File: config.mk
export PLATFORM = sky130hd
export DESIGN_NAME = tds_front
export DESIGN_NICKNAME = d
export VERILOG_FILES = /design/src/hdl/tds_pkg.sv /design/src/hdl/tds_front.sv
export SDC_FILE = /design/constraint.sdc
export NUM_CORES = 1
export LEC_CHECK = 0
export BUFFER_PORTS_ARGS = -buffer_cell sky130_fd_sc_hd__buf_2
export CORE_UTILIZATION = 45
export CTS_CLUSTER_DIAMETER = 100
export DETAILED_ROUTE_END_ITERATION = 10
export RECOVER_POWER = 50
export SLEW_MARGIN = 20
export SYNTH_ARGS = -nofsm -noshare
export SYNTH_HDL_FRONTEND = slang
export SYNTH_SLANG_ARGS = --single-unit
File: constraint.sdc
create_clock -name i_clk -period 11.4 [get_ports i_clk]
set_input_delay 0.57 -clock i_clk [delete_from_list [all_inputs] [get_ports i_clk]]
set_output_delay 0.57 -clock i_clk [all_outputs]
set_load 0.05 [all_outputs]
File: src/hdl/tds_pkg.sv
// ----------------------------------------------------------------------------
// tds_pkg: shared types and constants for the tangent-in-degrees block
// Fixed-point formats, queue item layout and status structs.
// ----------------------------------------------------------------------------
`timescale 1ns / 1ps
`default_nettype none

package tds_pkg;

    // default parameter values
    localparam int SERIES_TERMS_DEF = 12;
    localparam int FRAC_BITS_DEF    = 16;

    // fixed widths
    localparam int ANGLE_W = 32;
    localparam int WORK_W  = 30;   // q30 radians, always below one
    localparam int TERM_W  = 31;   // q30 term, cosine starts at exactly one
    localparam int SUM_W   = 33;   // signed series sum
    localparam int QUO_W   = 33;   // quotient bits kept before saturation
    localparam int DEN_W   = 31;
    localparam int DIV_W   = 12;   // widest series divisor at the default term count is 22 * 23

    // pi in q60, radians per degree scaled by 2^38
    localparam logic [63:0] PI_Q60    = 64'h3243F6A8885A308D;
    localparam logic [32:0] RAD_K     = 33'((PI_Q60 >> 22) / 64'd180);
    localparam logic [31:0] RECIP_180 = 32'((64'd1 << 32) / 64'd180);
    localparam logic [TERM_W-1:0] WORK_ONE = TERM_W'(64'd1 << 30);

    // front to back queue
    localparam int QDEPTH = 8;
    localparam int QPTR_W = 3;
    localparam int QCNT_W = 4;

    typedef struct packed {
        logic neg;
        logic swap;
        logic inf;
    } t_flags;

    typedef struct packed {
        logic [WORK_W-1:0] theta;
        t_flags            flags;
    } t_q_item;

    typedef struct packed {
        logic              push;
        logic              full;
        logic              empty;
        logic [QCNT_W-1:0] count;
    } t_q_status;

    typedef struct packed {
        logic   vld;
        t_flags flags;
    } t_line;

endpackage
`default_nettype wire

File: src/hdl/tds_front.sv
// ----------------------------------------------------------------------------
// tds_front: angle reduction and conversion to radians
// Folds the angle into [0, 45] degrees and scales it to q30 radians.
// ----------------------------------------------------------------------------
`timescale 1ns / 1ps
`default_nettype none

module tds_front #(
    parameter int FRAC_BITS = tds_pkg::FRAC_BITS_DEF
) (
    input  wire logic                           i_clk,
    input  wire logic                           i_rst_n,
    input  wire logic                           i_valid,
    output logic                                o_stall,
    input  wire logic [tds_pkg::ANGLE_W-1:0]    i_angle_deg,
    input  wire logic [tds_pkg::QCNT_W-1:0]     i_q_count,
    output logic                                o_push,
    output tds_pkg::t_q_item                    o_item
);

    localparam int R_W   = FRAC_BITS + 8;
    localparam int PHI_W = FRAC_BITS + 6;
    localparam logic [R_W-1:0] HALF_TURN = R_W'(64'd180 << FRAC_BITS);
    localparam logic [R_W-1:0] RIGHT     = R_W'(64'd90 << FRAC_BITS);
    localparam logic [R_W-1:0] EIGHTH    = R_W'(64'd45 << FRAC_BITS);

    logic                   accept;
    logic [3:0]             inflight;
    logic [31:0]            mag;

    logic                   r_v1, r_v2, r_v3, r_v4;
    logic                   r_neg1;
    logic [31:0]            r_x1;
    logic [FRAC_BITS-1:0]   r_frac1;
    logic [31:0]            r_qest1;

    logic [31:0]            rem_raw, rem_fix;
    logic [R_W-1:0]         red, dd;
    tds_pkg::t_flags        flags2;
    logic [PHI_W-1:0]       phi2;

    tds_pkg::t_flags        r_flags2, r_flags3, r_flags4;
    logic [PHI_W-1:0]       r_phi2;
    logic [PHI_W+15:0]      r_plo3;
    logic [PHI_W+16:0]      r_phi3;
    logic [PHI_W+32:0]      rad_sum;
    logic [tds_pkg::WORK_W-1:0] r_theta4;

    // credit check against queue room
    always_comb begin
        inflight = 4'(r_v1) + 4'(r_v2) + 4'(r_v3) + 4'(r_v4) + 4'(i_q_count);
        o_stall  = (inflight >= 4'(tds_pkg::QDEPTH));
    end
    assign accept = i_valid && !o_stall;

    // magnitude and quotient estimate by 180
    assign mag = i_angle_deg[31] ? 32'(-i_angle_deg) : i_angle_deg;

    always_ff @(posedge i_clk) begin
        r_neg1  <= i_angle_deg[31];
        r_x1    <= mag >> FRAC_BITS;
        r_frac1 <= mag[FRAC_BITS-1:0];
        r_qest1 <= 32'((64'(mag >> FRAC_BITS) * 64'(tds_pkg::RECIP_180)) >> 32);
    end

    // remainder modulo 180 degrees, fold to the octant
    always_comb begin
        rem_raw = r_x1 - 32'(r_qest1 * 32'd180);
        rem_fix = (rem_raw >= 32'd180) ? rem_raw - 32'd180 : rem_raw;
        red     = {rem_fix[7:0], r_frac1};
        flags2.inf = (red == RIGHT);
        if (red > RIGHT) begin
            dd         = HALF_TURN - red;
            flags2.neg = !r_neg1;
        end else begin
            dd         = red;
            flags2.neg = r_neg1;
        end
        flags2.swap = (dd > EIGHTH);
        phi2 = flags2.swap ? PHI_W'(RIGHT - dd) : PHI_W'(dd);
    end

    always_ff @(posedge i_clk) begin
        r_flags2 <= flags2;
        r_phi2   <= phi2;
    end

    // degrees to radians, split into two partial products
    always_ff @(posedge i_clk) begin
        r_flags3 <= r_flags2;
        r_plo3   <= (PHI_W+16)'(r_phi2) * (PHI_W+16)'(tds_pkg::RAD_K[15:0]);
        r_phi3   <= (PHI_W+17)'(r_phi2) * (PHI_W+17)'(tds_pkg::RAD_K[32:16]);
    end

    assign rad_sum = {r_phi3, 16'b0} + (PHI_W+33)'(r_plo3);

    always_ff @(posedge i_clk) begin
        r_flags4 <= r_flags3;
        r_theta4 <= tds_pkg::WORK_W'(rad_sum >> (FRAC_BITS + 8));
    end

    // valid chain
    always_ff @(posedge i_clk) begin
        if (!i_rst_n) begin
            r_v1 <= 1'b0;
            r_v2 <= 1'b0;
            r_v3 <= 1'b0;
            r_v4 <= 1'b0;
        end else begin
            r_v1 <= accept;
            r_v2 <= r_v1;
            r_v3 <= r_v2;
            r_v4 <= r_v3;
        end
    end

    assign o_push       = r_v4;
    assign o_item.theta = r_theta4;
    assign o_item.flags = r_flags4;

endmodule
`default_nettype wire

==> results.md, run 1 <==
- Post-synth EDFFs: 0
- Antenna-violating nets left: 0
- Vias post-DR: around 16,000
- Fmax: 107 MHz
- Clock Path Buffers: 2
- Tmin final: roughly 9300 ps
- Startpoint types: primary input
- Async set-reset flop share out of synthesis: 0%
- Share of cells above drive strength 1: roughly 4.6%
- TritonCTS clock tree: yes
- CP most frequent cell: fa_1
- Die Wd: approximately 230 µm
- Status: finished clean
- Maximum capacitance violations: 0
- First-pass GRT wire length: approximately 90,000 µm
- DRT Pass-1 Iters: 5
- Setup Skew: around 19 ps
- Worst path required time: between 10,000 and 15,000 ps
- Max Fanout on Critical Path: 6
- Gate Count Post-Synth: 2,376
- TNS Setup: 0 ps
- Postcts setup bufs: 0
- CTS Hold Buffers Added: 0
- Clock slew at reported path FFs: around 70 ps
- Initial drt markers: around 760
- HP Class: primary input to register
- Crit Path Category: primary input to register
- Max_slew headroom: ~19%
- Synth Area in XOR/XNOR: under 10%
- Synthesized cell area: between 20,000 and 25,000 µm²
- Max incr delay on CP: 890 ps
- CTS sink count: roughly 160
- Compound-Gate Fraction of Synth Area: around 8.7%
- H-tree levels: 4
- Vias in the first global route: 17,400
- Initial Utilization: between 40% and 50%
- Largest family of logic cells by synthesized area: adder cells
- WP buf/inv: 5
- CP delay by family, top: adder cells
- Total GRT Usage: between 20% and 30%
- Area Growth Syn to Fin: 7.17%
- Gr ovfl total: 0
- Synth Area per Inst: 9.80 µm²
- Vias per std cell: about 5.1
- Period utilization: 81.9%
- Unique masters post-synth: 88
- CTS resizes: 0
- Antenna violations before repair: 1
- Largest net degree at the start of global routing: 46
- Slew Viols, Final: 0
- WL final: approximately 54,000 µm
- HPWL after DPL: between 40,000 and 50,000 µm
- Clock root buffer master: clkbuf_16
- Yosys reg bits: around 160
- Synth top area cells: fa_1, ha_1, dfxtp_1, inv_1, xnor2_1
- Die H: roughly 230 µm
- Std cell rows: between 80 and 90
- Mux share of post-synthesis cell area: less than 1%
- Worst-Margin Slew: about 1200 ps
- CP endpoint kind: register
- Core area: around 51,000 µm²
- Synth Net Count: 3,197
- Synth warnings: 0
- Synth area leader: fa_1
- CP arrival: 9720 ps
- DR WL/cell: ~17 µm
- Slowest CP cell: a2111oi_0
- Ant diodes: 0
- Dominant synthesized flop cell: dfxtp_1
- Clock latency on the worst-skew pair: about 490 ps
- Total CTS buffers: 17
- Final #Nets: 3,275
- Synth Area in Simple Gates: 9.66%
- Synth Area in Adders: 52.6%
- RSZ-0062 raised after global routing: no
- Share of the synthesized area in the top cell type: ~28%
- Port bufs: 73
- Hold Fails Final Rpt: 0
- Sequential area share after synthesis: approximately 14%
- Final setup vio count: 0
- I/O pins: 74
- DRC: 0
- Placer Congestion: between 0.9 and 1
- Die ar.: between 50,000 and 60,000 µm²
-- registers in the layout, indices dropped and copies added (netlist names), 9 cells and up --
| name | cells |
|---|---|
| r_frac1 | 16 |
| r_theta4 | 30 |
| r_qest1 | 9 |
| r_plo3 | 19 |
| r_x1 | 16 |
| r_phi3 | 36 |
| r_phi2 | 22 |
-- kinds of logic after synthesis --
| group | after synthesis |
|---|---|
| buffers and inverters | 521 |
| adders and majority gates | 782 |
| xor gates and xnor gates | 163 |
| and+or+nand+nor | 441 |
| DFF | 162 |
| AOI/OAI and AO/OA | 298 |
| muxes | 9 |
-- cells in the final DEF, fill, tap and decap left out, drive strengths merged, types with 5 or more instances in the layout --
cell type / Yosys / layout
or3: 20 / 20
a21oi: 81 / 81
dfxtp: 162 / 162
buf: 7 / 39
a22oi: 5 / 5
mux2i: 6 / 6
o31ai: 9 / 9
o211a: 6 / 6
clkbuf: 13 / 57
nand4: 20 / 20
a21o: 27 / 27
nand3b: 5 / 5
and2: 12 / 12
o211ai: 9 / 9
or4: 8 / 8
xor2: 47 / 47
nand3: 38 / 38
o21bai: 15 / 15
o21a: 22 / 22
a211oi: 19 / 19
nor3: 54 / 54
xnor2: 116 / 116
inv: 501 / 511
nor4: 13 / 13
o41ai: 6 / 6
or2: 9 / 9
o21ai: 54 / 54
ha: 454 / 454
and3: 20 / 20
nor2: 118 / 118
nor2b: 11 / 11
nand2: 88 / 88
nand2b: 12 / 12
a31oi: 8 / 8
fa: 328 / 328
-- synthesized netlist by cell type (38+ instances only) --
| master | count |
|---|---|
| o21ai_0 | 47 |
| inv_1 | 500 |
| dfxtp_1 | 162 |
| xor2_1 | 46 |
| nor2_1 | 116 |
| nor3_1 | 53 |
| nand3_1 | 38 |
| xnor2_1 | 116 |
| ha_1 | 454 |
| fa_1 | 328 |
| a21oi_1 | 80 |
| nand2_1 | 86 |
-- through the flow --
stage	cells	worst slack, ps	area [µm²]	utilization, %	hold WS, ps
floorplan	2376	2620	23300	-	310
global placement	3115	1860	24400	47.7	321
detailed placement	3115	1710	24400	47.7	319
CTS	3147	2240	25000	48.9	152
global route	3147	1410	25000	48.8	196
finish	3147	2060	25000	48.8	226
-- per-layer routing --
layer / vias to the layer above / wire length (µm) / track usage, %
met4: 2 / 1810 / 8.29
met5: - / 13 / 0
li1: 7973 / - / -
met3: 96 / 1660 / 3.72
met2: 243 / 27100 / 38.9
met1: 7820 / 23700 / 26.8
-- worst paths after layout --
check                               startpoint    endpoint  slack (ps)  depth (start not counted)
worst max-delay path            i_angle_deg[2]  r_qest1[8]        2060                         30
worst max register to register      r_qest1[1]   r_phi2[2]        3410                         34
worst min-delay path            i_angle_deg[0]  r_frac1[0]         230                          1
worst min register to register     r_flags3[0]   o_item[0]         320                          0
-- cell type report --
class / count / area (µm²)
Sequential cell: 162 / 3240
Tap cell: 680 / 851
Timing Repair Buffer: 79 / 355
Fill cell: 4791 / 26200
Clock inverter: 15 / 156
Clock buffer: 17 / 425
Multi-Input combinational cell: 1693 / 18100
Inverter: 501 / 1880
Power of run 1 is not shown: default switching activity piles up to over one toggle a cycle in this logic, so the estimate is an artifact.
==> inputs of run 2 (changes only) <==
Settings changed: ABC_AREA from default to 1.
Clock period 11.4 ns to 9.3 ns, I/O delays scaled along.
==> results.md, run 2 <==
- Hold Fails Final Rpt: 0 (unchanged)
- Synth Net Count: 3,594 (was 3,197)
- Non-filler cells, final: 3,562 (was 3,147)
- Clock slew at reported path FFs: 70 ps (about the same)
- DRC: 5 (was 0)
- Die Wd: 234 µm (was 230 µm)
- Share of cells above drive strength 1: 4.24% (was 4.62%)
- Tmin final: roughly 7400 ps
- CP arrival: 7720 ps (was 9720 ps)
- Vias per std cell: 4.97 (was 5.13)
- Initial Utilization: 45.8% (was 45.5%)
- Synth Area in Adders: 50.6% (was 52.6%)
- Clock root buffer master: clkbuf_16 (unchanged)
- Async set-reset flop share out of synthesis: 0% (unchanged)
- Worst Hold Path EP: r_frac1[0] (unchanged)
- Synth top area cells: fa_1, ha_1, dfxtp_1, inv_1, nand2_1 (was fa_1, ha_1, dfxtp_1, inv_1, xnor2_1)
- Compound-Gate Fraction of Synth Area: 6.01% (was 8.70%)
- Synthesized cell area: 24,200 µm² (was 23,300 µm²)
- Most frequent cells after synthesis: inv_1, ha_1, nand2_1 (was inv_1, ha_1, fa_1)
- RSZ-0062 raised after global routing: no (unchanged)
- WL final: 57,700 µm (was 54,200 µm)
- Postcts setup bufs: 0 (unchanged)
- Area Growth Syn to Fin: 7.28% (was 7.17%)
- Status: finished, violations left (was finished clean)
- Hold wc startpoint: i_angle_deg[0] (unchanged)
- First-pass GRT wire length: 94,600 µm (was 89,900 µm)
- CTS sink count: 162 (unchanged)
- WL met3: 2130 µm (was 1660 µm)
- TNS Setup: 0 ps (unchanged)
- Synth warnings: 0 (unchanged)
- R2R depth: 41 (was 34)
- I/O pins: 74 (unchanged)
- Post-synth EDFFs: 0 (unchanged)
- Std cell rows: 84 (was 83)
- Gr ovfl total: 0 (unchanged)
- TritonCTS clock tree: yes (unchanged)
- Maximum capacitance violations: 0 (unchanged)
- Antenna violations before repair: 0 (was 1)
- Core area: 52,900 µm² (was 51,200 µm²)
- Inst Count DP: 3,530 (was 3,115)
- Synth Area in Simple Gates: 13.6% (was 9.66%)
- Top routing layer in use: met4 (was met5)
- Largest net degree at the start of global routing: 28 (was 46)
- Total GRT Usage: 22.5% (was 22.1%)
- Ant diodes: 0 (unchanged)
- Max Fanout on Critical Path: 27 (was 6)
- Register-to-register setup slack: 1930 ps (was 3410 ps)
- Final #Nets: 3,682 (was 3,275)
- HP Class: primary input to register (unchanged)
- Setup Skew: 11.0 ps (was 18.8 ps)
- Dominant synthesized flop cell: dfxtp_1 (unchanged)
- Yosys reg bits: 162 (unchanged)
- Startpoint types: register (was primary input)
- DRT Pass-1 Iters: 8 (was 5)
- CTS Hold Buffers Added: 0 (unchanged)
- Share of the synthesized area in the top cell type: 27.1% (was 28.2%)
- Worst-Margin Slew: 1040 ps (was 1210 ps)
- Routed met1 length: 26,800 µm (was 23,700 µm)
- Top flop regs: r_phi3: 36 flops, r_theta4: 30 flops, r_phi2: 22 flops (unchanged)
- Failing checks: design-rule violations
- Gate Count Post-Synth: 2,773 (was 2,376)
- DP Area: 25,400 µm² (was 24,400 µm²)
- CP most frequent cell: nand2_1 (was fa_1)
- Fillcell total: 5,074 (was 4,791)
- CP endpoint kind: register (unchanged)
- Mux share of post-synthesis cell area: 0% (was 0.435%)
- Worst r2r src: r_qest1[0] (was r_qest1[1])
- Final setup vio count: 0 (unchanged)
- Unique masters post-synth: 48 (was 88)
- Core Util, Final: 49.1% (was 48.8%)
- Synth area leader: fa_1 (unchanged)
- HPWL after DPL: 51,200 µm (was 47,200 µm)
- Die H: 234 µm (was 230 µm)
- Largest register FFs: 36 (unchanged)
- Vias in the first global route: 18,200 (was 17,400)
- Clock Path Buffers: 2 (unchanged)
- Initial drt markers: 771 (was 763)
- Biggest register: r_phi3 (unchanged)
- Slew Viols, Final: 0 (unchanged)
- Final Instance Area: 26,000 µm² (was 25,000 µm²)
- Synth Area in XOR/XNOR: 6.26% (was 6.16%)
- Period utilization: between 70% and 80%
- CTS resizes: 0 (unchanged)
- Hold-critical path depth: 1 (unchanged)
- Most frequent cells in the layout: inv_1, ha_1, nand2_1 (was inv_1, ha_1, fa_1)
- Total CTS buffers: 17 (unchanged)
- Port bufs: 73 (unchanged)
- Crit Path Category: register to register (was primary input to register)
- Placer Congestion: 0.935 (was 0.909)
- Die ar.: 54,700 µm² (was 52,700 µm²)
- Synth Area per Inst: 8.73 µm² (was 9.80 µm²)
- Top-count cell post-synth: inv_1 (unchanged)
- Antenna-violating nets left: 0 (unchanged)
- Routed met2 length: 27,500 µm (was 27,100 µm)
- Worst reg2reg path endpoint: r_phi2[12] (was r_phi2[2])
- Largest family of logic cells by synthesized area: adder cells (unchanged)
- Slowest CP cell: dfxtp_1 (was a2111oi_0)
- Sequential area share after synthesis: 13.4% (was 13.9%)
- Worst path required time: 9650 ps (was 11,780 ps)
- Max_slew headroom: 30.5% (was 19.3%)
- Vias post-DR: 17,700 (was 16,100)
- H-tree levels: 4 (unchanged)
- Max incr delay on CP: 570 ps (was 890 ps)
- Fmax: roughly 140 MHz
- Commonest non-fill, non-tap cell in the layout: inv_1 (unchanged)
- Clock latency on the worst-skew pair: 470 ps (was 490 ps)
- DR WL/cell: 16.2 µm (was 17.2 µm)
[run 2: cell count changes after synthesis, moves of 25 or more]
cell,before,now
a21oi_1,80,137
nor3_1,53,28
nand3_1,38,79
xor2_1,46,114
nand2_1,86,395
inv_1,500,625
xnor2_1,116,59
nor2_1,116,148
[run 2: cell families after synthesis]
family          Yosys count
compound gates          261
fa+ha+maj               782
simple gates            749
flops                   162
xor+xnor                173
buf+inv                 646
[run 2: worst max-delay path by stage]
stage / start / to / depth (start not counted)
2_1_floorplan: i_angle_deg[2] / r_qest1[5] / 27
5_1_grt: r_qest1[0] / r_phi2[12] / 41
3_5_place_dp: i_angle_deg[2] / r_qest1[2] / 31
4_1_cts: r_qest1[0] / r_phi2[12] / 41
6_report: r_qest1[0] / r_phi2[12] / 41
3_3_place_gp: i_angle_deg[2] / r_qest1[2] / 32
[run 2: cell type report]
type / count / area (µm²) / area share (%)
clock buffers: 17 / 425 / 1.64
clock inverters: 15 / 191 / 0.737
inverters: 634 / 2380 / 9.17
multi-input cells: 1965 / 18500 / 71.2
flip-flops and latches: 162 / 3240 / 12.5
well taps: 688 / 861 / 3.31
repair buffers: 81 / 369 / 1.42
[run 2: routing by layer]
| layer | track usage, % | vias to the layer above |
|---|---|---|
| met5 | 0 | - |
| met4 | 6.43 | 0 |
| met3 | 3.54 | 65 |
| met2 | 38.3 | 280 |
| met1 | 29.3 | 8473 |
| li1 | - | 8887 |
[run 2: metrics by stage]
step,hold WS (ps),setup WS (ps)
final,137,1930
after global routing,113,1280
after CTS,82.5,1970
after detailed placement,315,1660
after global placement,316,1770
after floorplan,310,2240
[run 2: worst max-delay path, delay by kind of cell, from the launching register on]
kind,cells,cell delay (ps)
buffers and inverters,5,410
AO/OA/AOI/OAI,6,840
XOR/XNOR,2,230
adder cells (fa/ha/maj),5,1770
AND/OR/NAND/NOR,23,3400
flip-flops,1,570
Power of run 2 is left out for the same reason.
