File: src/hdl/tds_pkg.sv
// ----------------------------------------------------------------------------
// tds_pkg: shared types and constants for the tangent-in-degrees block
// Fixed-point formats, queue item layout and status structs.
// ----------------------------------------------------------------------------
`timescale 1ns / 1ps
`default_nettype none

package tds_pkg;

    // default parameter values
    localparam int SERIES_TERMS_DEF = 12;
    localparam int FRAC_BITS_DEF    = 16;

    // fixed widths
    localparam int ANGLE_W = 32;
    localparam int WORK_W  = 30;   // q30 radians, always below one
    localparam int TERM_W  = 31;   // q30 term, cosine starts at exactly one
    localparam int SUM_W   = 33;   // signed series sum
    localparam int QUO_W   = 33;   // quotient bits kept before saturation
    localparam int DEN_W   = 31;
    localparam int DIV_W   = 12;   // widest series divisor at the default term count is 22 * 23

    // pi in q60, radians per degree scaled by 2^38
    localparam logic [63:0] PI_Q60    = 64'h3243F6A8885A308D;
    localparam logic [32:0] RAD_K     = 33'((PI_Q60 >> 22) / 64'd180);
    localparam logic [31:0] RECIP_180 = 32'((64'd1 << 32) / 64'd180);
    localparam logic [TERM_W-1:0] WORK_ONE = TERM_W'(64'd1 << 30);

    // front to back queue
    localparam int QDEPTH = 8;
    localparam int QPTR_W = 3;
    localparam int QCNT_W = 4;

    typedef struct packed {
        logic neg;
        logic swap;
        logic inf;
    } t_flags;

    typedef struct packed {
        logic [WORK_W-1:0] theta;
        t_flags            flags;
    } t_q_item;

    typedef struct packed {
        logic              push;
        logic              full;
        logic              empty;
        logic [QCNT_W-1:0] count;
    } t_q_status;

    typedef struct packed {
        logic   vld;
        t_flags flags;
    } t_line;

endpackage
`default_nettype wire

File: src/hdl/tds_queue.sv
// ----------------------------------------------------------------------------
// tds_queue: short fifo between front and back
// Holds reduced angles so each side can stall on its own.
// ----------------------------------------------------------------------------
`timescale 1ns / 1ps
`default_nettype none

module tds_queue (
    input  wire logic               i_clk,
    input  wire logic               i_rst_n,
    input  wire logic               i_push,
    input  tds_pkg::t_q_item        i_item,
    input  wire logic               i_pop,
    output tds_pkg::t_q_item        o_item,
    output tds_pkg::t_q_status      o_status
);

    tds_pkg::t_q_item               r_mem [tds_pkg::QDEPTH];
    logic [tds_pkg::QPTR_W-1:0]     r_wr, r_rd;
    logic [tds_pkg::QCNT_W-1:0]     r_count;
    logic                           do_push, do_pop;

    assign do_push = i_push && (r_count != tds_pkg::QCNT_W'(tds_pkg::QDEPTH));
    assign do_pop  = i_pop && (r_count != '0);

    // storage
    always_ff @(posedge i_clk) begin
        if (do_push) begin
            r_mem[r_wr] <= i_item;
        end
    end

    // pointers and fill count
    always_ff @(posedge i_clk) begin
        if (!i_rst_n) begin
            r_wr    <= '0;
            r_rd    <= '0;
            r_count <= '0;
        end else begin
            if (do_push) begin
                r_wr <= r_wr + 1'b1;
            end
            if (do_pop) begin
                r_rd <= r_rd + 1'b1;
            end
            r_count <= r_count + tds_pkg::QCNT_W'(do_push) - tds_pkg::QCNT_W'(do_pop);
        end
    end

    assign o_item          = r_mem[r_rd];
    assign o_status.push   = i_push;
    assign o_status.full   = (r_count == tds_pkg::QCNT_W'(tds_pkg::QDEPTH));
    assign o_status.empty  = (r_count == '0);
    assign o_status.count  = r_count;

endmodule
`default_nettype wire

File: config.mk
export PLATFORM = sky130hd
export DESIGN_NAME = tds_queue
export DESIGN_NICKNAME = d
export VERILOG_FILES = /design/src/hdl/tds_pkg.sv /design/src/hdl/tds_queue.sv
export SDC_FILE = /design/constraint.sdc
export NUM_CORES = 1
export LEC_CHECK = 0
export ABC_CLOCK_PERIOD_IN_PS = 7800
export BUFFER_PORTS_ARGS = -buffer_cell sky130_fd_sc_hd__buf_2
export CAP_MARGIN = 10
export CORE_MARGIN = 1.5
export CORE_UTILIZATION = 25
export CTS_CLUSTER_SIZE = 24
export DETAILED_ROUTE_END_ITERATION = 10
export GPL_TIMING_DRIVEN = 0
export PLACE_DENSITY_LB_ADDON = 0.2
export SYNTH_ARGS = -nofsm -noshare
export SYNTH_HDL_FRONTEND = slang
export SYNTH_SLANG_ARGS = --single-unit
File: constraint.sdc
create_clock -name i_clk -period 7.8 [get_ports i_clk]
set_clock_uncertainty 0.2 [all_clocks]
set_input_delay 1.17 -clock i_clk [delete_from_list [all_inputs] [get_ports i_clk]]
set_output_delay 1.17 -clock i_clk [all_outputs]
set_load 0.01 [all_outputs]
==> impl_metrics.env, run 1 <==
export IMPL_combPwrFrac=0.194
export IMPL_p_switching_mw=1.00
export IMPL_power_density_mw_per_mm2=306
export IMPL_fin_crit_sh=0.517
export IMPL_clock_sinks=277
export IMPL_ys_warnings_count=0
export IMPL_yosysUniqueCellTypes=28
export IMPL_crit_path_max_incr_delay_ns=0.46
export IMPL_maxSlewHeadroom=0.370
export IMPL_ant_nets=0
export IMPL_grt_pass1_wl_mm=35.4
export IMPL_nNetsFinal=644
export IMPL_cp_max_fo=10
export IMPL_postSynthAreaPerCell_sq_um=23.0
export IMPL_holdCritStartpoint="r_rd[0]"
export IMPL_cap_violations=0
export IMPL_antenna_found_initial=4
export IMPL_dieArea_sq_mm=0.0437
export IMPL_fin_cells=1163
export IMPL_post_cts_setup_buffers=0
export IMPL_rows=75
export IMPL_clk_latency_ns=0.55
export IMPL_synthCells=461
export IMPL_regToRegStartpoint="r_count[2]"
export IMPL_max_freq_mhz=248
export IMPL_cpMaxStageDelayCell="clkbuf_1"
export IMPL_synth_seq_cells=277
export IMPL_setup_slack_ns=3.76
export IMPL_cts_made_buffers=31
export IMPL_arrival_ns=2.67
export IMPL_place_inst=1105
export IMPL_clk_path_buf_depth=3
export IMPL_rrSetupSlack_ns=4.87
export IMPL_drive_gt1_frac=0.440
export IMPL_cts_root_buffer="clkbuf_16"
export IMPL_tightest_slew_ns=0.945
export IMPL_cellLeakagePower_nw=4.23
export IMPL_syn_to_final_growth_pct=23.3
export IMPL_min_path_cells=2
export IMPL_h_tree_depth=1
export IMPL_drtIter0Drc=322
export IMPL_hold_violations=0
export IMPL_num_io_pins=77
export IMPL_finalCriticalPeriod_ns=4.04
export IMPL_rsz0062_at_grt="false"
export IMPL_grt_overflow=0
export IMPL_critPathLaunchType="flip-flop"
export IMPL_core_area_sq_mm=0.0419
export IMPL_clockPowerShare=0.365
export IMPL_path_class="flip-flop to output port"
export IMPL_r2r_end="r_mem[0][20]"
export IMPL_vias=4921
export IMPL_cts_tree="built"
export IMPL_intPower_mw=2.99
export IMPL_track_usage=0.111
export IMPL_status="finished clean"
export IMPL_cts_resized=0
export IMPL_cp_common_cell="buf_2"
export IMPL_ys_seq_area_frac=0.772
export IMPL_whs_ns=0.305
export IMPL_crit_chain="clkbuf_1, buf_2, mux4_2, mux2_2, buf_2"
export IMPL_synth_edf_count=264
export IMPL_syn_nets=506
export IMPL_grt_start_max_net_pins=20
export IMPL_wl_per_cell_um=20.8
export IMPL_seqPwrFrac=0.441
export IMPL_worstPathRequired_ns=6.43
export IMPL_vias_per_cell=4.23
export IMPL_synthFlopType="edfxtp_1"
export IMPL_syn_area_sq_mm=0.0106
export IMPL_slew_viol_final=0
export IMPL_dp_slack_ns=4.27
export IMPL_wirelength_mm=24.2
export IMPL_drtPass1Iterations=4
export IMPL_finalSetupViolCount=0
export IMPL_ctsHoldBuffers=0
export IMPL_initial_core_util=0.253
export IMPL_ff2ff_path_depth=8
export IMPL_gp_congestion=0.712
export IMPL_ir_worst_vdd_mv=0.194
export IMPL_hold_class="flip-flop to flip-flop"
export IMPL_switching_share=0.251
export IMPL_drcViolationCount=0
export IMPL_end_kind="output port"
export IMPL_cts_clk_slew_worst_paths_ns=0.06
export IMPL_hpwl_mm=16.3
export IMPL_die_w_um=209
export IMPL_die_h_um=209
export IMPL_async_flop_share=0
export IMPL_grt_pass1_vias=5399
export IMPL_port_buffers=76
export IMPL_power_total_mw=4.00
[synthesized netlist by cell type (3+ instances only)]
master / instances / area share
a21boi_0: 3 / 0.0021
ha_1: 7 / 0.0083
mux4_2: 66 / 0.14
nor3_1: 4 / 0.0019
nor2_1: 3 / 0.0011
mux2i_1: 7 / 0.0066
inv_1: 5 / 0.0018
mux2_2: 33 / 0.035
buf_2: 6 / 0.0028
clkbuf_1: 9 / 0.0032
nand2b_1: 5 / 0.0029
dfxtp_1: 13 / 0.025
and2_1: 3 / 0.0018
nand2_1: 12 / 0.0042
buf_6: 5 / 0.0053
edfxtp_1: 264 / 0.75
[layout by cell type, fill, tap and decap left out, types with 3 or more instances in the layout]
master       n
buf_4        7
nor3_2       4
clkinv_1     4
mux2_2      33
clkbuf_16   31
nand2b_1     5
buf_2       82
bufinv_16    4
clkbuf_1    13
clkinv_2     6
mux4_2      66
edfxtp_1   264
dfxtp_1     13
buf_6       25
nor2_4       3
ha_1         7
buf_12       3
clkbuf_8     3
a21boi_0     3
inv_1        5
nand2_1     12
and2_1       3
mux2i_1      7
[worst max-delay path, delay by kind of cell (launching register included)]
kind,cells,cell delay (ns)
multiplexers,2,0.68
flip-flops,1,0.36
buffers and inverters,3,1.07
[power by group through the flow]
| stage | clock network [mW] | registers [mW] | logic [mW] |
|---|---|---|---|
| detailed placement | 0 | 1.80 | 0.799 |
| finish | 1.46 | 1.76 | 0.774 |
| global route | 1.55 | 1.77 | 0.846 |
| global placement | 0 | 1.81 | 0.753 |
| floorplan | 0 | 1.80 | 0.479 |
| CTS | 1.50 | 1.77 | 0.804 |
[routing by layer]
layer,GRT usage,part of all wire,vias to the layer above
li1,-,-,2199
met4,0.0257,0.021,6
met2,0.200,0.52,120
met3,0.0252,0.052,42
met5,0,0.0015,-
met1,0.135,0.40,2554
[stage by stage]
| stage | TNS (ns) | area, sq um | util |
|---|---|---|---|
| after CTS | 0 | 13100 | 0.312 |
| after floorplan | 0 | 10600 | - |
| final | 0 | 13100 | 0.312 |
| after global routing | 0 | 13100 | 0.312 |
| after global placement | -60.90 | 11700 | 0.278 |
| after detailed placement | 0 | 12000 | 0.287 |
[cell type report]
type,count,area (sq um)
diodes,1,2.50
fillers,3974,28900
repair buffers,105,711
clock inverters,19,206
flip-flops and latches,277,8190
clock buffers,38,832
inverters,5,18.8
well taps,539,674
plain buffers,21,128
multi-input cells,158,2330
[sequential cells by signal (all words and copies together) (netlist names), named ones only]
register / count
r_mem: 264
r_count: 4
r_rd: 3
r_wr: 3
[how the worst max path moves through the flow]
stage,startpoint,end,slack (ns),depth (start not counted)
6_report,flip-flop,o_item[24],3.76,5
5_1_grt,flip-flop,o_item[24],3.61,5
4_1_cts,flip-flop,o_item[24],3.68,5
3_5_place_dp,flip-flop,o_item[24],4.27,5
3_3_place_gp,i_push,r_mem[0][17],-1.85,3
2_1_floorplan,i_push,r_mem[0][0],2.55,2
[kinds of logic (layout without fill, tap and decap cells)]
kind of cell | count (synthesis) | after routing | synth area share
adder cells (fa/ha/maj) | 8 | 8 | 0.0101
AO/OA/AOI/OAI | 7 | 7 | 0.00424
flip-flops | 277 | 277 | 0.772
XOR/XNOR | 2 | 2 | 0.00165
AND/OR/NAND/NOR | 35 | 35 | 0.0169
buffers and inverters | 26 | 188 | 0.0138
multiplexers | 106 | 106 | 0.182
other | 0 | 1 | 0
(Power assumes the default switching activity.)
==> run 2: changes to the inputs <==
ABC_CLOCK_PERIOD_IN_PS = 3800   (was 7800)
clock period = 3.8 ns   (was 7.8 ns; I/O delays follow)
==> impl_metrics.env, run 2 (same netlist as run 1, synthesis figures left out) <==
export IMPL_cts_clk_slew_worst_paths_ns=0.06
export IMPL_gp_congestion=0.690
export IMPL_drive_gt1_frac=0.417
export IMPL_cap_violations=0
export IMPL_clk_latency_ns=0.55
export IMPL_drtPass1Iterations=4
export IMPL_maxSlewHeadroom=0.363
export IMPL_status="finished clean"
export IMPL_cts_root_buffer="clkbuf_16"
export IMPL_cts_resized=0
export IMPL_critPathLaunchType="flip-flop"
export IMPL_slew_viol_final=0
export IMPL_initial_core_util=0.253
export IMPL_drcViolationCount=0
export IMPL_largest_register_ff_count=264
export IMPL_hold_class="input port to flip-flop"
export IMPL_rrSetupSlack_ns=0.89
export IMPL_grt_pass1_wl_mm=36.0
export IMPL_top_register="r_mem"
export IMPL_track_usage=0.114
export IMPL_max_freq_mhz=288
export IMPL_fillers=3958
export IMPL_post_cts_setup_buffers=0
export IMPL_finalSetupViolCount=0
export IMPL_grt_start_max_net_pins=19
export IMPL_dieArea_sq_mm=0.0437
export IMPL_rsz0062_at_grt="false"
export IMPL_fin_tns_setup_ns=0
export IMPL_cellLeakagePower_nw=4.12
export IMPL_final_common_cell="edfxtp_1"
export IMPL_arrival_ns=2.70
export IMPL_placed_cell_area_sq_mm=0.0120
export IMPL_wirelength_mm=24.7
export IMPL_cp_max_fo=10
export IMPL_rows=75
export IMPL_die_h_um=209
export IMPL_port_buffers=76
export IMPL_setup_slack_ns=0.334
export IMPL_antenna_found_initial=4
export IMPL_vias=4971
export IMPL_dp_slack_ns=0.829
export IMPL_num_io_pins=77
export IMPL_tightest_slew_ns=0.955
export IMPL_nNetsFinal=635
export IMPL_ant_nets=0
export IMPL_ir_worst_vdd_mv=0.351
export IMPL_fin_crit_sh=0.912
export IMPL_power_density_mw_per_mm2=614
export IMPL_wl_per_cell_um=21.5
export IMPL_cts_tree="built"
export IMPL_path_class="flip-flop to output port"
export IMPL_mostFrequentLayoutCells="264 x edfxtp_1, 82 x buf_2, 66 x mux4_2"
export IMPL_reg_top3="r_mem: 264 flops, r_count: 4 flops"
export IMPL_grt_pass1_vias=5407
export IMPL_clock_sinks=277
export IMPL_syn_to_final_growth_pct=21.8
export IMPL_ctsHoldBuffers=0
export IMPL_worstPathRequired_ns=3.03
export IMPL_cts_made_buffers=31
export IMPL_core_area_sq_mm=0.0419
export IMPL_h_tree_depth=1
export IMPL_clk_path_buf_depth=3
export IMPL_end_kind="output port"
export IMPL_grt_overflow=0
export IMPL_die_w_um=209
export IMPL_drtIter0Drc=282
export IMPL_finalCriticalPeriod_ns=3.47
export IMPL_final_area_sq_mm=0.0129
export IMPL_hpwl_mm=16.0
export IMPL_vias_per_cell=4.33
export IMPL_hold_violations=0
## run 2: cell types whose count changed in the layout (fill, tap and decap cells not counted), moves of 2 or more
| cell | before | now |
|---|---|---|
| buf_6 | 25 | 15 |
| buf_4 | 7 | 3 |
| buf_8 | 0 | 4 |
| clkinv_1 | 4 | 8 |
| clkbuf_8 | 3 | 0 |
| clkinv_2 | 6 | 3 |
| bufinv_16 | 4 | 2 |
| clkbuf_1 | 13 | 15 |
| clkinv_4 | 2 | 0 |
## run 2: worst paths after layout
check | from | endpoint | depth (start not counted)
worst max-delay path | flip-flop | o_item[23] | 5
worst min-delay path | i_item[7] | r_mem[4][7] | 1
worst max register to register | r_count[2] | r_count[2] | 10
worst min register to register | r_rd[1] | r_rd[1] | 2
## run 2: worst max-delay path: stages (launching register included)
cell,delay (ns)
dfxtp_1,0.34
clkbuf_1,0.52
buf_2,0.46
mux4_2,0.35
mux2_2,0.32
buf_2,0.15
## run 2: power breakdown
part           leakage, nW  total [mW]  internal [mW]  switching [mW]
Combinational         1.18        1.60          0.767           0.828
Sequential            2.50        3.63           3.56          0.0694
Clock                0.446        2.72           1.61            1.12
Total                 4.12        7.94           5.93            2.01
## run 2: layer usage
layer  vias up  track usage  share of wire
met5         -            0         0.0021
met1      2620        0.151           0.44
li1       2181            -              -
met4         8       0.0247          0.019
met2       122        0.193           0.49
met3        40       0.0245          0.050
## run 2: metrics by stage
stage          hold WS [ns]  power [mW]  utilization  instances
3_5_place_dp          0.295        5.34        0.286       1096
3_3_place_gp          0.277        5.26        0.278       1076
6_report             0.0777        7.94        0.308       1149
2_1_floorplan         0.260        4.67            -        461
4_1_cts              0.0538        8.09        0.308       1148
5_1_grt              0.0654        8.30        0.308       1148
## run 2: layout make-up
class                   count  area (sq um)  share of cell area
diodes                      1          2.50            0.000194
plain buffers              21           128             0.00987
clock buffers              37           798              0.0617
clock inverters            15           121             0.00939
inverters                   5          18.8             0.00145
multi-input cells         158          2340               0.181
flip-flops and latches    277          8190               0.633
well taps                 539           674              0.0522
repair buffers             96           656              0.0507
==> run 3: changes to the inputs <==
CORE_UTILIZATION = 60   (was 25)
SETUP_SLACK_MARGIN = 0.5   (was not set)
==> impl_metrics.env, run 3 (same netlist as run 1, synthesis figures left out) <==
export IMPL_status="finished clean"
export IMPL_rrSetupSlack_ns=0.86
export IMPL_finalCriticalPeriod_ns=3.16
export IMPL_grt_overflow=0
export IMPL_clock_sinks=277
export IMPL_cp_common_cell="buf_6"
export IMPL_ir_worst_vdd_mv=0.437
export IMPL_end_kind="output port"
export IMPL_vias=4947
export IMPL_num_io_pins=77
export IMPL_cts_clk_slew_worst_paths_ns=0.06
export IMPL_initial_core_util=0.613
export IMPL_regToRegStartpoint="r_count[2]"
export IMPL_port_buffers=76
export IMPL_hold_class="input port to flip-flop"
export IMPL_syn_to_final_growth_pct=16.6
export IMPL_arrival_ns=2.39
export IMPL_critPathLaunchType="flip-flop"
export IMPL_clk_path_buf_depth=3
export IMPL_largest_register_ff_count=264
export IMPL_drive_gt1_frac=0.405
export IMPL_rsz0062_at_grt="false"
export IMPL_drtPass1Iterations=4
export IMPL_ant_nets=0
export IMPL_hold_violations=0
export IMPL_dieArea_sq_mm=0.0185
export IMPL_wl_per_cell_um=23.8
export IMPL_power_density_mw_per_mm2=608
export IMPL_min_path_cells=1
export IMPL_hold_end="r_mem[3][17]"
export IMPL_post_cts_setup_buffers=0
export IMPL_max_freq_mhz=317
export IMPL_vias_per_cell=5.98
export IMPL_drcViolationCount=0
export IMPL_final_util=0.715
export IMPL_cap_violations=0
export IMPL_cts_made_buffers=26
export IMPL_r2r_end="r_mem[1][18]"
export IMPL_maxSlewHeadroom=0.323
export IMPL_cpMaxStageDelayCell="mux4_2"
export IMPL_cts_root_buffer="clkbuf_16"
export IMPL_clk_latency_ns=0.52
export IMPL_cellLeakagePower_nw=4.04
export IMPL_crit_path_max_incr_delay_ns=0.55
export IMPL_core_area_sq_mm=0.0173
export IMPL_grt_pass1_wl_mm=29.7
export IMPL_drtIter0Drc=342
export IMPL_crit_chain="buf_6, buf_6, mux4_2, mux2_2, buf_2"
export IMPL_grt_start_max_net_pins=24
export IMPL_die_w_um=136
export IMPL_diodes=0
export IMPL_gp_congestion=0.748
export IMPL_fin_crit_sh=0.831
export IMPL_nNetsFinal=627
export IMPL_finalSetupViolCount=0
export IMPL_ff2ff_path_depth=7
export IMPL_rows=48
export IMPL_path_class="flip-flop to output port"
export IMPL_ctsHoldBuffers=0
export IMPL_tightest_slew_ns=1.01
export IMPL_holdCritStartpoint="i_item[17]"
export IMPL_place_inst=779
export IMPL_slew_viol_final=0
export IMPL_hpwl_mm=12.7
export IMPL_cp_max_fo=10
export IMPL_track_usage=0.225
export IMPL_h_tree_depth=1
export IMPL_grt_pass1_vias=5250
export IMPL_antenna_found_initial=0
export IMPL_cts_tree="built"
export IMPL_final_common_cell="edfxtp_1"
export IMPL_mostFrequentLayoutCells="264 x edfxtp_1, 82 x buf_2, 66 x mux4_2"
export IMPL_cts_resized=1
export IMPL_reg_top3="r_mem: 264 flops, r_count: 4 flops"
export IMPL_top_register="r_mem"
export IMPL_worstPathRequired_ns=3.03
export IMPL_die_h_um=136
export IMPL_fin_cells=827
export IMPL_wirelength_mm=19.7
==> run 3: cell type report <==
type                       instances  area (sq um)
tap                              225           282
fill                            1071          4930
buffer                            21           129
multi-input combinational        158          2340
inverter                           5          18.8
timing repair buffer              93           626
clock inverter                     9          65.1
sequential                       277          8190
clock buffer                      39           721
==> run 3: worst max-delay path, delay by kind of cell, from the launching register on <==
kind / cells / cell delay, ns
buffers and inverters: 3 / 0.58
flip-flops: 1 / 0.41
multiplexers: 2 / 0.86
==> run 3: worst max path at each step <==
stage,startpoint,slack (ns),cells after the start,to
after floorplan,r_count[2],-0.24,5,r_mem[2][0]
after global placement,r_count[2],-2.61,5,r_mem[3][17]
after detailed placement,r_count[2],0.81,7,r_mem[1][18]
after CTS,flip-flop,0.58,4,o_item[24]
after global routing,flip-flop,0.56,5,o_item[32]
final,flip-flop,0.64,5,o_item[32]
==> run 3: report_power, final <==
group | leakage [nW] | switching, mW | internal (mW)
logic | 1.16 | 0.749 | 0.758
clock network | 0.374 | 1.01 | 1.37
registers | 2.50 | 0.0719 | 3.56
==> run 3: stage by stage <==
stage | area [sq um] | hold WS (ns) | setup WS, ns | setup TNS, ns | power (mW)
4_1_cts | 12400 | 0.0971 | 0.576 | 0 | 7.60
6_report | 12400 | 0.112 | 0.642 | 0 | 7.52
3_5_place_dp | 11600 | 0.314 | 0.813 | 0 | 5.22
5_1_grt | 12400 | 0.108 | 0.563 | 0 | 7.84
3_3_place_gp | 11300 | 0.272 | -2.61 | -351.67 | 5.11
2_1_floorplan | 10600 | 0.260 | -0.242 | -23.99 | 4.67
==> run 3: routing by layer <==
layer  part of all wire  global-route usage  vias to the layer above
met1               0.40               0.291                     2601
li1                   -                   -                     2169
met5                  0                   0                        -
met4              0.019              0.0603                        0
met3              0.050              0.0350                       32
met2               0.53               0.402                      145
